$ cat config.mk
export PLATFORM = sky130hd
export DESIGN_NAME = shtlp_ctrl
export DESIGN_NICKNAME = d
export VERILOG_FILES = /design/src/rtl/shtlp_pkg.sv /design/src/rtl/shtlp_ctrl.sv
export SDC_FILE = /design/constraint.sdc
export NUM_CORES = 1
export LEC_CHECK = 0
export ABC_AREA = 1
export BUFFER_PORTS_ARGS = -buffer_cell sky130_fd_sc_hd__buf_4
export CELL_PAD_IN_SITES_DETAIL_PLACEMENT = 0
export CELL_PAD_IN_SITES_GLOBAL_PLACEMENT = 1
export CORE_MARGIN = 5
export CORE_UTILIZATION = 34
export DETAILED_ROUTE_END_ITERATION = 7
export PLACE_DENSITY_LB_ADDON = 0.3
export SYNTH_ARGS = -nofsm -noshare
export SYNTH_HDL_FRONTEND = slang
export SYNTH_SLANG_ARGS = --single-unit
$ cat constraint.sdc
create_clock -name clk -period 3.25 [get_ports clk]
set_clock_uncertainty 0.2 [all_clocks]
set_input_delay 0.65 -clock clk [delete_from_list [all_inputs] [get_ports clk]]
set_output_delay 0.65 -clock clk [all_outputs]
set_load 0.01 [all_outputs]
$ cat src/rtl/shtlp_pkg.sv
// Shared types and constants for the symbol hash table.
package shtlp_pkg;

  localparam logic [1:0] MODE_INSERT = 2'd0;
  localparam logic [1:0] MODE_LOOKUP = 2'd1;
  localparam logic [1:0] MODE_REMOVE = 2'd2;
  localparam logic [1:0] MODE_UNUSED = 2'd3;

  localparam logic [1:0] STAT_OK       = 2'd0;
  localparam logic [1:0] STAT_NOTFOUND = 2'd1;
  localparam logic [1:0] STAT_FULL     = 2'd2;

  localparam logic [1:0] SLOT_EMPTY = 2'd0;
  localparam logic [1:0] SLOT_USED  = 2'd1;
  localparam logic [1:0] SLOT_TOMB  = 2'd2;

  // Number of table slots. It must be a power of two, since the home slot
  // is taken from the low bits of the hash.
  localparam int          TABLE_SIZE = 64;

  localparam int          NAME_W   = 64;
  localparam int          PAYLD_W  = 50;
  localparam logic [31:0] HASH_INIT = 32'd7;

  // Commands from the controller to the datapath.
  typedef struct packed {
    logic load;       // capture request, start hashing
    logic hash_step;  // fold one character
    logic set_home;   // probe index <- hash mod size
    logic advance;    // probe index + 1
    logic clear;      // mark probe index as empty
    logic wr_used;    // write entry at probe index
    logic wr_tomb;    // mark probe index as tombstone
    logic res_hit;    // build result from current slot
    logic res_miss;   // build not-found/full result
  } shtlp_cmd_t;

  // Status from the datapath to the controller.
  typedef struct packed {
    logic       hash_done;
    logic [1:0] mode;
    logic [1:0] st;       // status of probed slot
    logic       match;    // name and level equal
  } shtlp_sts_t;

endpackage

$ cat src/rtl/shtlp_ctrl.sv
// Controller state machine sequencing hash and probe steps.
module shtlp_ctrl (
  input  logic                  clk,
  input  logic                  rst,
  input  logic                  req_valid,
  output logic                  req_ready,
  output logic                  res_valid,
  input  logic                  res_ready,
  output shtlp_pkg::shtlp_cmd_t cmd,
  input  shtlp_pkg::shtlp_sts_t sts
);
  localparam int TABLE_SIZE = shtlp_pkg::TABLE_SIZE;
  localparam int PW = $clog2(TABLE_SIZE + 1);

  typedef enum logic [2:0] {
    S_CLEAR, S_IDLE, S_HASH, S_READ, S_WAIT, S_CHECK, S_DONE
  } state_t;
  state_t state;
  logic [PW-1:0] probes;
  logic accept;
  logic res_free;

  assign req_ready = (state == S_IDLE);
  assign accept    = req_valid && req_ready;
  // The result register can take a new result once the old one is gone.
  assign res_free  = !res_valid || res_ready;

  always_comb begin
    cmd = '0;
    cmd.load = accept;
    case (state)
      S_CLEAR: begin
        cmd.clear   = 1'b1;
        cmd.advance = 1'b1;
      end
      S_HASH:  begin
        cmd.hash_step = !sts.hash_done;
        cmd.set_home  = sts.hash_done;
      end
      S_CHECK: begin
        if (res_free) begin
          if (sts.mode == shtlp_pkg::MODE_INSERT) begin
            if (sts.st != shtlp_pkg::SLOT_USED) begin
              cmd.wr_used = 1'b1;
              cmd.res_hit = 1'b1;
            end else if (probes == PW'(TABLE_SIZE - 1)) begin
              cmd.res_miss = 1'b1;
            end else begin
              cmd.advance = 1'b1;
            end
          end else if (sts.mode == shtlp_pkg::MODE_LOOKUP ||
                       sts.mode == shtlp_pkg::MODE_REMOVE) begin
            if (sts.st == shtlp_pkg::SLOT_USED && sts.match) begin
              cmd.res_hit = 1'b1;
              cmd.wr_tomb = (sts.mode == shtlp_pkg::MODE_REMOVE);
            end else if (sts.st == shtlp_pkg::SLOT_EMPTY ||
                         probes == PW'(TABLE_SIZE - 1)) begin
              cmd.res_miss = 1'b1;
            end else begin
              cmd.advance = 1'b1;
            end
          end else begin
            cmd.res_miss = 1'b1;
          end
        end
      end
      default: ;
    endcase
  end

  always_ff @(posedge clk) begin
    if (rst) begin
      state     <= S_CLEAR;
      probes    <= '0;
      res_valid <= 1'b0;
    end else begin
      if (cmd.res_hit || cmd.res_miss) res_valid <= 1'b1;
      else if (res_ready)              res_valid <= 1'b0;
      case (state)
        S_CLEAR: begin
          if (probes == PW'(TABLE_SIZE - 1)) begin
            probes <= '0;
            state  <= S_IDLE;
          end else begin
            probes <= probes + 1'b1;
          end
        end
        S_IDLE:  if (accept) state <= S_HASH;
        S_HASH:  if (sts.hash_done) begin
          probes <= '0;
          state  <= S_READ;
        end
        S_READ:  state <= S_WAIT;
        S_WAIT:  state <= S_CHECK;
        S_CHECK: begin
          if (cmd.advance) begin
            probes <= probes + 1'b1;
            state  <= S_READ;
          end else if (res_free) begin
            state <= S_IDLE;
          end
        end
        default: state <= S_IDLE;
      endcase
    end
  end

  a_one_result: assert property (@(posedge clk) disable iff (rst)
    (cmd.res_hit || cmd.res_miss) |=> res_valid) else $error("result not raised");
  a_no_both: assert property (@(posedge clk) disable iff (rst)
    !(cmd.res_hit && cmd.res_miss)) else $error("hit and miss together");
  a_probe_bound: assert property (@(posedge clk) disable iff (rst)
    probes < PW'(TABLE_SIZE)) else $error("probe count overrun");
  a_write_ends: assert property (@(posedge clk) disable iff (rst)
    (cmd.wr_used || cmd.wr_tomb) |-> cmd.res_hit) else $error("write without result");
endmodule

==> results.ini, run 1 <==
[pwr]
pwr-share-comb_pct = 13.6
p_switching_uw = 82.00
cellPowerDensity_nw_per_um2 = 253.5
p_seq_share_pct = 49.6
cellLeakagePower_uw = 0.0005726
p_int_uw = 204.8
max-vdd-ir-drop_uv = 168.5
swShare_pct = 28.60
clock_power_share_pct = 36.8
finalPower_uw = 286.8

[setup_path]
reg2reg_to = probes[0]
path_max_fanout = 3
worst_r2r_path_depth = 12
worstSetupPathType = in2out
arrival_ns = 1.85
r2r_start = probes[0]
cp-end-kind = output pin
required_ns = 2.40
r2r_slack_ns = 1.40
worstSetupStartpointType = input pin

[floorplanning]
dieArea_sq_um = 3902
io_pins = 21
die_y_um = 62.47
placementRows = 19
core_area_sq_um = 2686
start_util_pct = 34.84
die_w_um = 62.47

[logic_synthesis]
syn_inst = 157
syn_avg_cell_area_sq_um = 5.961
synthesis.area_sq_um = 935.9
yosysSeqAreaShare_pct = 23.53
synthesis.nets = 170
netlist-cell-type-count = 27
ys_ff_latch = 11
ys_warn_count = 0

[outcome]
status = completed

[cells_and_area]
drive_gt1_share_pct = 21.91
seq_area_sq_um = 220.2
multi_input_area_sq_um = 574.3
antenna_cells = 0
area_delta_synth_final_pct = 20.86
nFillCells = 299
final_nets = 192

[global_routing]
grt_overflow = 0
track_usage_pct = 12.19
grt_start_max_net_pins = 10
grt_pass1_vias = 939
antenna_found_initial = 0
grt_pass1_wl_um = 3953

[clock_tree]
numCtsBuffers = 3
cts_setup_buffers = 0
cts_resized = 0
cts_max_level = 1
cts.clk_slew.worst_paths_ns = 0.08
cts_tree = built
hold_buffers = 0
ctsLongestPathBuffers = 2
clk_latency_ns = 0.28
clock_sinks = 11
cts-root-buf = clkbuf_4

[worst_hold_path]
whs_path_depth = 2
min_to = probes[5]
hold_path_startpoint = probes[5]
hp-class = reg2reg

[sta]
max_slew_margin_pct = 76.05
min_period_ns = 2.698
rsz0062_at_grt = false
worst_slack_ns = 0.5521
tns_ns = 0
fin_crit_sh_pct = 83.01
hold_viol = 0
slew_viol_final = 0
setup_violations = 0
worst_slew_pin_slew_ns = 0.3575
max_freq_ghz = 0.3707

[detailed_routing]
wl_um = 2272
via_per_inst = 4.737
drc = 0
first_pass_iters = 4
drt_iter0_markers = 54
vias = 990
ant_nets = 0
routedWlPerCell_um = 10.87

[placed_design]
dp_slack_ns = 0.5565
port_buffers = 20
place.gp.congestion = 0.8010
dp_hpwl_um = 1797

[run]
maxCapViolations = 0

==> area by class of cell <==
class | instances | share of cell area (%)
Multi-Input combinational cell | 111 | 50.77
Sequential cell | 11 | 19.47
Timing Repair Buffer | 20 | 13.27
Inverter | 32 | 10.73
Tap cell | 31 | 3.429
Clock buffer | 4 | 2.323
==> cells in the mapped netlist (all sizes together) <==
master	count	share of area [%]
a21oi	8	5.1
a31oi	2	1.3
a211oi	1	0.80
o21ai	6	3.2
nor2	27	12
nand2	42	20
xnor2	1	0.94
nand3	18	11
and2	1	0.67
buf	3	2.1
nor3	1	0.53
inv	31	12
ha	3	4.0
clkinv	1	0.53
dfxtp	11	24
nand4	1	0.67
==> metal layers <==
layer | GRT usage (%) | vias to the layer above | wire length (um)
met5 | 0 | - | 0
met4 | 6.366 | 0 | 45
met3 | 3.597 | 5 | 138
met2 | 19.43 | 21 | 1026
met1 | 14.64 | 439 | 1061
li1 | - | 525 | -
==> how the worst max path moves through the flow <==
stage | startpoint | to | slack, ns | cells past startpoint
after floorplan | sts[3] | cmd[1] | 0.80 | 8
after global placement | sts[3] | cmd[1] | 0.58 | 10
after detailed placement | sts[3] | cmd[1] | 0.56 | 10
after CTS | sts[3] | cmd[1] | 0.56 | 10
after global routing | sts[3] | cmd[1] | 0.38 | 10
final | sts[3] | cmd[1] | 0.55 | 10
==> power groups by stage <==
stage	Sequential, uW	Combinational (uW)	Clock, uW
after global routing	143	45.9	117
after CTS	142	39.1	108
after detailed placement	146	39.0	0
after global placement	145	37.8	0
after floorplan	144	26.2	0
final	142	39.0	106
==> state kept, by name (all words and copies together), names as in the netlist <==
| register | count |
|---|---|
| probes | 7 |
| state | 3 |
| res_valid | 1 |
==> per-stage QoR <==
stage / cell area, sq um / hold slack, ns / util [%] / instances
6_report: 1131 / 0.3125 / 42.11 / 209
5_1_grt: 1131 / 0.3389 / 42.11 / 209
4_1_cts: 1131 / 0.3108 / 42.11 / 209
3_5_place_dp: 1105 / 0.2999 / 41.13 / 205
3_3_place_gp: 1105 / 0.3050 / 41.13 / 205
2_1_floorplan: 935.9 / 0.2748 / - / 157
==> worst max-delay path, stage by stage <==
cell,delay (ns)
buf_4,0.07
inv_1,0.04
ha_1,0.27
inv_1,0.03
nor2_1,0.17
inv_1,0.05
o21ai_0,0.21
nand2_1,0.08
nor2_1,0.12
buf_4,0.14
==> layout by cell type, fill, tap and decap left out <==
cell / instances
a211oi_1: 1
nand2_2: 1
a21oi_2: 2
and2_1: 1
nor2_2: 2
o21ai_1: 2
nand4_1: 1
ha_1: 3
a21oi_1: 6
nor3_1: 1
o21ai_0: 4
nand3_4: 1
a31oi_1: 2
nand2_8: 1
nand2_1: 38
clkbuf_4: 3
nor2_4: 1
clkinv_2: 1
xnor2_1: 1
dfxtp_1: 11
nand3_2: 1
inv_2: 4
buf_4: 20
nand3_1: 16
clkbuf_1: 1
inv_1: 27
nand2_4: 2
nor2_1: 24
==> kinds of logic after synthesis <==
kind of cell | share of synthesized area [%]
and+or+nand+nor | 45.99
adders and majority gates | 4.011
DFF | 23.53
buffers and inverters | 15.11
xor gates and xnor gates | 0.9360
AOI/OAI and AO/OA | 10.43
Note: power is estimated with default switching activity, not from simulation.
==> run 2, diff against run 1 <==
==> constraint.sdc (replaced) <==
create_clock -name clk -period 2.67 [get_ports clk]
set_clock_uncertainty 0.2 [all_clocks]
set_input_delay 0.534 -clock clk [delete_from_list [all_inputs] [get_ports clk]]
set_output_delay 0.534 -clock clk [all_outputs]
set_load 0.01 [all_outputs]
==> results.ini, run 2 (synthesis gave the netlist of run 1 again) <==
[global_routing]
grt_pass1_wl_um = 3953
grt_overflow = 0
grt_start_max_net_pins = 10
grt_pass1_vias = 939
track_usage_pct = 12.19
antenna_found_initial = 0

[cells_and_area]
final_common_cell = nand2_1
top_register = probes
final_nets = 192
reg_top3 = probes x7, state x3, res_valid x1
drive_gt1_share_pct = 22.47
area_delta_synth_final_pct = 20.99
finish.utilization_pct = 42.15
antenna_cells = 0
final_cell_mix = nand2_1, inv_1, nor2_1
largest_reg_flops = 7

[detailed_routing]
ant_nets = 0
vias = 990
routedWlPerCell_um = 10.87
wl_um = 2272
first_pass_iters = 4
via_per_inst = 4.737
drt_iter0_markers = 54
drc = 0

[sta]
worst_slew_pin_slew_ns = 0.3575
slew_viol_final = 0
min_period_ns = 2.466
hold_viol = 0
setup_violations = 0
max_slew_margin_pct = 76.05
fin_crit_sh_pct = 92.36
max_freq_ghz = 0.4055
tns_ns = 0
worst_slack_ns = 0.2041
rsz0062_at_grt = false

[setup_path]
r2r_slack_ns = 0.87
arrival_ns = 1.73
worst_r2r_path_depth = 12
path_max_fanout = 3
r2r_start = probes[1]
cp_slowest_cell = ha_1
crit_family = simple AND/OR/NAND/NOR gates
crit_chain = buf_4 > inv_1 > ha_1 > inv_1 > nor2_1 > inv_1 > o21ai_0 > nand2_1 > nor2_1 > buf_4
reg2reg_to = probes[0]
cp_num_cells = 10
critical_path.most_common_cell = inv_1
worstSetupStartpointType = input pin
worstSetupPathType = in2out
cp-end-kind = output pin
cpPeakStageDelay_ns = 0.27
required_ns = 1.94
crit_buf_inv = 5

[pwr]
finalPower_uw = 349.3
cellPowerDensity_nw_per_um2 = 308.5
max-vdd-ir-drop_uv = 205.2
cellLeakagePower_uw = 0.0005728

[floorplanning]
die_w_um = 62.47
io_pins = 21
die_y_um = 62.47
placementRows = 19
core_area_sq_um = 2686
start_util_pct = 34.84
dieArea_sq_um = 3902

[clock_tree]
numCtsBuffers = 3
clock_sinks = 11
cts_setup_buffers = 0
ctsLongestPathBuffers = 2
cts_tree = built
cts_max_level = 1
hold_buffers = 0
cts_resized = 0
cts-root-buf = clkbuf_4
clk_latency_ns = 0.28
cts.clk_slew.worst_paths_ns = 0.08

[placed_design]
place.gp.congestion = 0.8010
dp_hpwl_um = 1797
dp_slack_ns = 0.2085
port_buffers = 20

[worst_hold_path]
hp-class = in2reg
min_to = probes[5]
hold_path_startpoint = rst
whs_path_depth = 2

[run]
maxCapViolations = 0

[outcome]
status = completed

[run 2: cell counts in the layout (fill, tap and decap cells not counted)]
No cell type changed its count.
[run 2: final cells by class]
type | count | area (sq um)
inverter | 32 | 121.4
fill | 298 | 1554
sequential | 11 | 221.5
multi-input combinational | 111 | 574.3
clock buffer | 4 | 26.28
tap | 31 | 38.79
timing repair buffer | 20 | 150.1
[run 2: metrics by stage]
stage / cell area (sq um) / std cells / hold slack [ns]
2_1_floorplan: 935.9 / 157 / 0.2748
3_3_place_gp: 1105 / 205 / 0.3050
3_5_place_dp: 1105 / 205 / 0.2999
4_1_cts: 1131 / 209 / 0.2874
5_1_grt: 1132 / 209 / 0.2875
6_report: 1132 / 209 / 0.2861
[run 2: power by group]
| group | switching, uW | leakage (uW) | internal (uW) |
|---|---|---|---|
| Clock | 70.3 | 0.0000150 | 58.1 |
| Sequential | 5.09 | 0.0000894 | 168 |
| Combinational | 24.4 | 0.000468 | 23.0 |
[run 2: worst max path at each step]
stage	end	startpoint	slack [ns]
after floorplan	cmd[1]	sts[3]	0.45
after global placement	cmd[1]	sts[3]	0.23
after detailed placement	cmd[1]	sts[3]	0.21
after CTS	cmd[0]	probes[0]	0.18
after global routing	cmd[1]	sts[3]	0.03
final	cmd[1]	sts[3]	0.20
[run 2: worst register-to-register path, delay by kind of cell (launching register included)]
family	cells	cell delay [ns]
and+or+nand+nor	10	0.81
DFF	1	0.38
adders and majority gates	1	0.21
buffers and inverters	1	0.11
[run 2: layer usage]
metal | track usage, % | vias up | share of wire (%)
li1 | - | 525 | -
met1 | 14.64 | 439 | 47
met2 | 19.43 | 21 | 45
met3 | 3.597 | 5 | 6.1
met4 | 6.366 | 0 | 2.0
met5 | 0 | - | 0
==> run 3, diff against run 2 <==
--- a/config.mk
+++ b/config.mk
@@ -13,6 +13,7 @@
 export CORE_UTILIZATION = 34
 export DETAILED_ROUTE_END_ITERATION = 7
 export PLACE_DENSITY_LB_ADDON = 0.3
+export REMOVE_ABC_BUFFERS = 1
 export SYNTH_ARGS = -nofsm -noshare
 export SYNTH_HDL_FRONTEND = slang
 export SYNTH_SLANG_ARGS = --single-unit
==> constraint.sdc (replaced) <==
create_clock -name clk -period 2.6 [get_ports clk]
set_clock_uncertainty 0.2 [all_clocks]
set_input_delay 0.52 -clock clk [delete_from_list [all_inputs] [get_ports clk]]
set_output_delay 0.52 -clock clk [all_outputs]
set_load 0.01 [all_outputs]
==> results.ini, run 3 (synthesis gave the netlist of run 1 again) <==
[worst_hold_path]
hp-class = in2reg
min_to = probes[5]
whs_path_depth = 2
hold_path_startpoint = rst

[placed_design]
dp_hpwl_um = 1771
place.gp.congestion = 0.7956
port_buffers = 20

[global_routing]
grt_pass1_vias = 842
grt_pass1_wl_um = 3691
grt_start_max_net_pins = 10
antenna_found_initial = 0
track_usage_pct = 11.43
grt_overflow = 0

[cells_and_area]
antenna_cells = 0
final_cell_mix = nand2_1, inv_1, nor2_1
final_common_cell = nand2_1
finish.utilization_pct = 42.15
reg_top3 = probes x7, state x3, res_valid x1
area_delta_synth_final_pct = 20.99
largest_reg_flops = 7
drive_gt1_share_pct = 22.47
final_nets = 192
top_register = probes

[floorplanning]
io_pins = 21
dieArea_sq_um = 3902
die_w_um = 62.47
die_y_um = 62.47
placementRows = 19
core_area_sq_um = 2686
start_util_pct = 34.84

[sta]
tns_ns = 0
slew_viol_final = 0
fin_crit_sh_pct = 91.96
worst_slew_pin_slew_ns = 0.3477
min_period_ns = 2.391
hold_viol = 0
rsz0062_at_grt = false
max_freq_ghz = 0.4182
max_slew_margin_pct = 76.79
setup_violations = 0

[setup_path]
r2r_slack_ns = 0.82
worstSetupPathType = reg2out
crit_chain = nand3_4 > nor2_2 > inv_1 > a211oi_1 > nand2_1 > inv_1 > buf_4
worst_r2r_path_depth = 12
arrival_ns = 1.67
cp-end-kind = output pin
r2r_start = probes[1]
cpPeakStageDelay_ns = 0.53
critical_path.most_common_cell = inv_1
path_max_fanout = 8
reg2reg_to = probes[4]
required_ns = 1.88
worstSetupStartpointType = flop
cp_slowest_cell = dfxtp_1

[pwr]
cellLeakagePower_uw = 0.0005726
cellPowerDensity_nw_per_um2 = 308.8
max-vdd-ir-drop_uv = 161.8

[clock_tree]
clk_latency_ns = 0.27
numCtsBuffers = 3
cts_max_level = 1
clock_sinks = 11
cts_tree = built
ctsLongestPathBuffers = 2
cts.clk_slew.worst_paths_ns = 0.08
cts_setup_buffers = 0
cts-root-buf = clkbuf_4

[outcome]
status = completed

[detailed_routing]
drt_iter0_markers = 32
vias = 952
wl_um = 2199
via_per_inst = 4.555
first_pass_iters = 4
ant_nets = 0
drc = 0
routedWlPerCell_um = 10.52

[run]
maxCapViolations = 0

==> run 3: cell counts in the layout (fill, tap and decap cells not counted) <==
Identical to the previous run, type by type.
==> run 3: critical path: cells and delay by family (launching register included) <==
| kind | cells | cell delay [ns] |
|---|---|---|
| compound gates | 1 | 0.20 |
| flops | 1 | 0.53 |
| buf+inv | 3 | 0.26 |
| simple gates | 3 | 0.41 |
==> run 3: repair_timing <==
action,CTS,global route
gates resized for setup,0,2
hold buffers,0,0
hold endpoints to repair,0,0
setup endpoints to repair,0,2
==> run 3: how the worst max path moves through the flow <==
stage | from | endpoint | slack [ns] | cells past startpoint
after floorplan | sts[3] | cmd[1] | 0.41 | 8
after global placement | sts[3] | cmd[1] | 0.22 | 10
after detailed placement | sts[3] | cmd[1] | 0.19 | 10
after CTS | probes[0] | cmd[0] | 0.14 | 8
after global routing | state[2] | cmd[0] | 0.05 | 7
final | state[2] | cmd[0] | 0.21 | 7
==> run 3: area by class of cell <==
cell class / instances / area (sq um)
inverters: 32 / 121.4
multi-input cells: 111 / 574.3
flip-flops and latches: 11 / 221.5
well taps: 31 / 38.79
clock buffers: 4 / 26.28
repair buffers: 20 / 150.1
fillers: 308 / 1554
==> run 3: report_power, final <==
group          total, uW  switching, uW  internal (uW)
Clock                124           64.2           59.5
Combinational       47.7           24.1           23.6
Sequential           178           5.35            173
Total                350           93.7            256
==> run 3: per-stage QoR <==
| step | std cells | hold WS [ns] | setup WS, ns | cell area, sq um | total power, uW |
|---|---|---|---|---|---|
| 6_report | 209 | 0.2834 | 0.2089 | 1132 | 349.6 |
| 3_3_place_gp | 205 | 0.3083 | 0.2178 | 1105 | 229.0 |
| 5_1_grt | 209 | 0.2811 | 0.04630 | 1132 | 370.8 |
| 2_1_floorplan | 154 | 0.2684 | 0.4121 | 915.9 | 210.7 |
| 4_1_cts | 209 | 0.2821 | 0.1371 | 1131 | 353.0 |
| 3_5_place_dp | 205 | 0.3173 | 0.1906 | 1105 | 229.8 |
==> run 3: routing by layer <==
layer	up-vias	share of wire [%]	routed length, um	global-route usage, %
li1	528	-	-	-
met1	404	49	1077	14.36
met2	16	45	987	18.26
met3	4	4.0	88	2.518
met4	0	2.1	46	5.570
met5	-	0	0	0
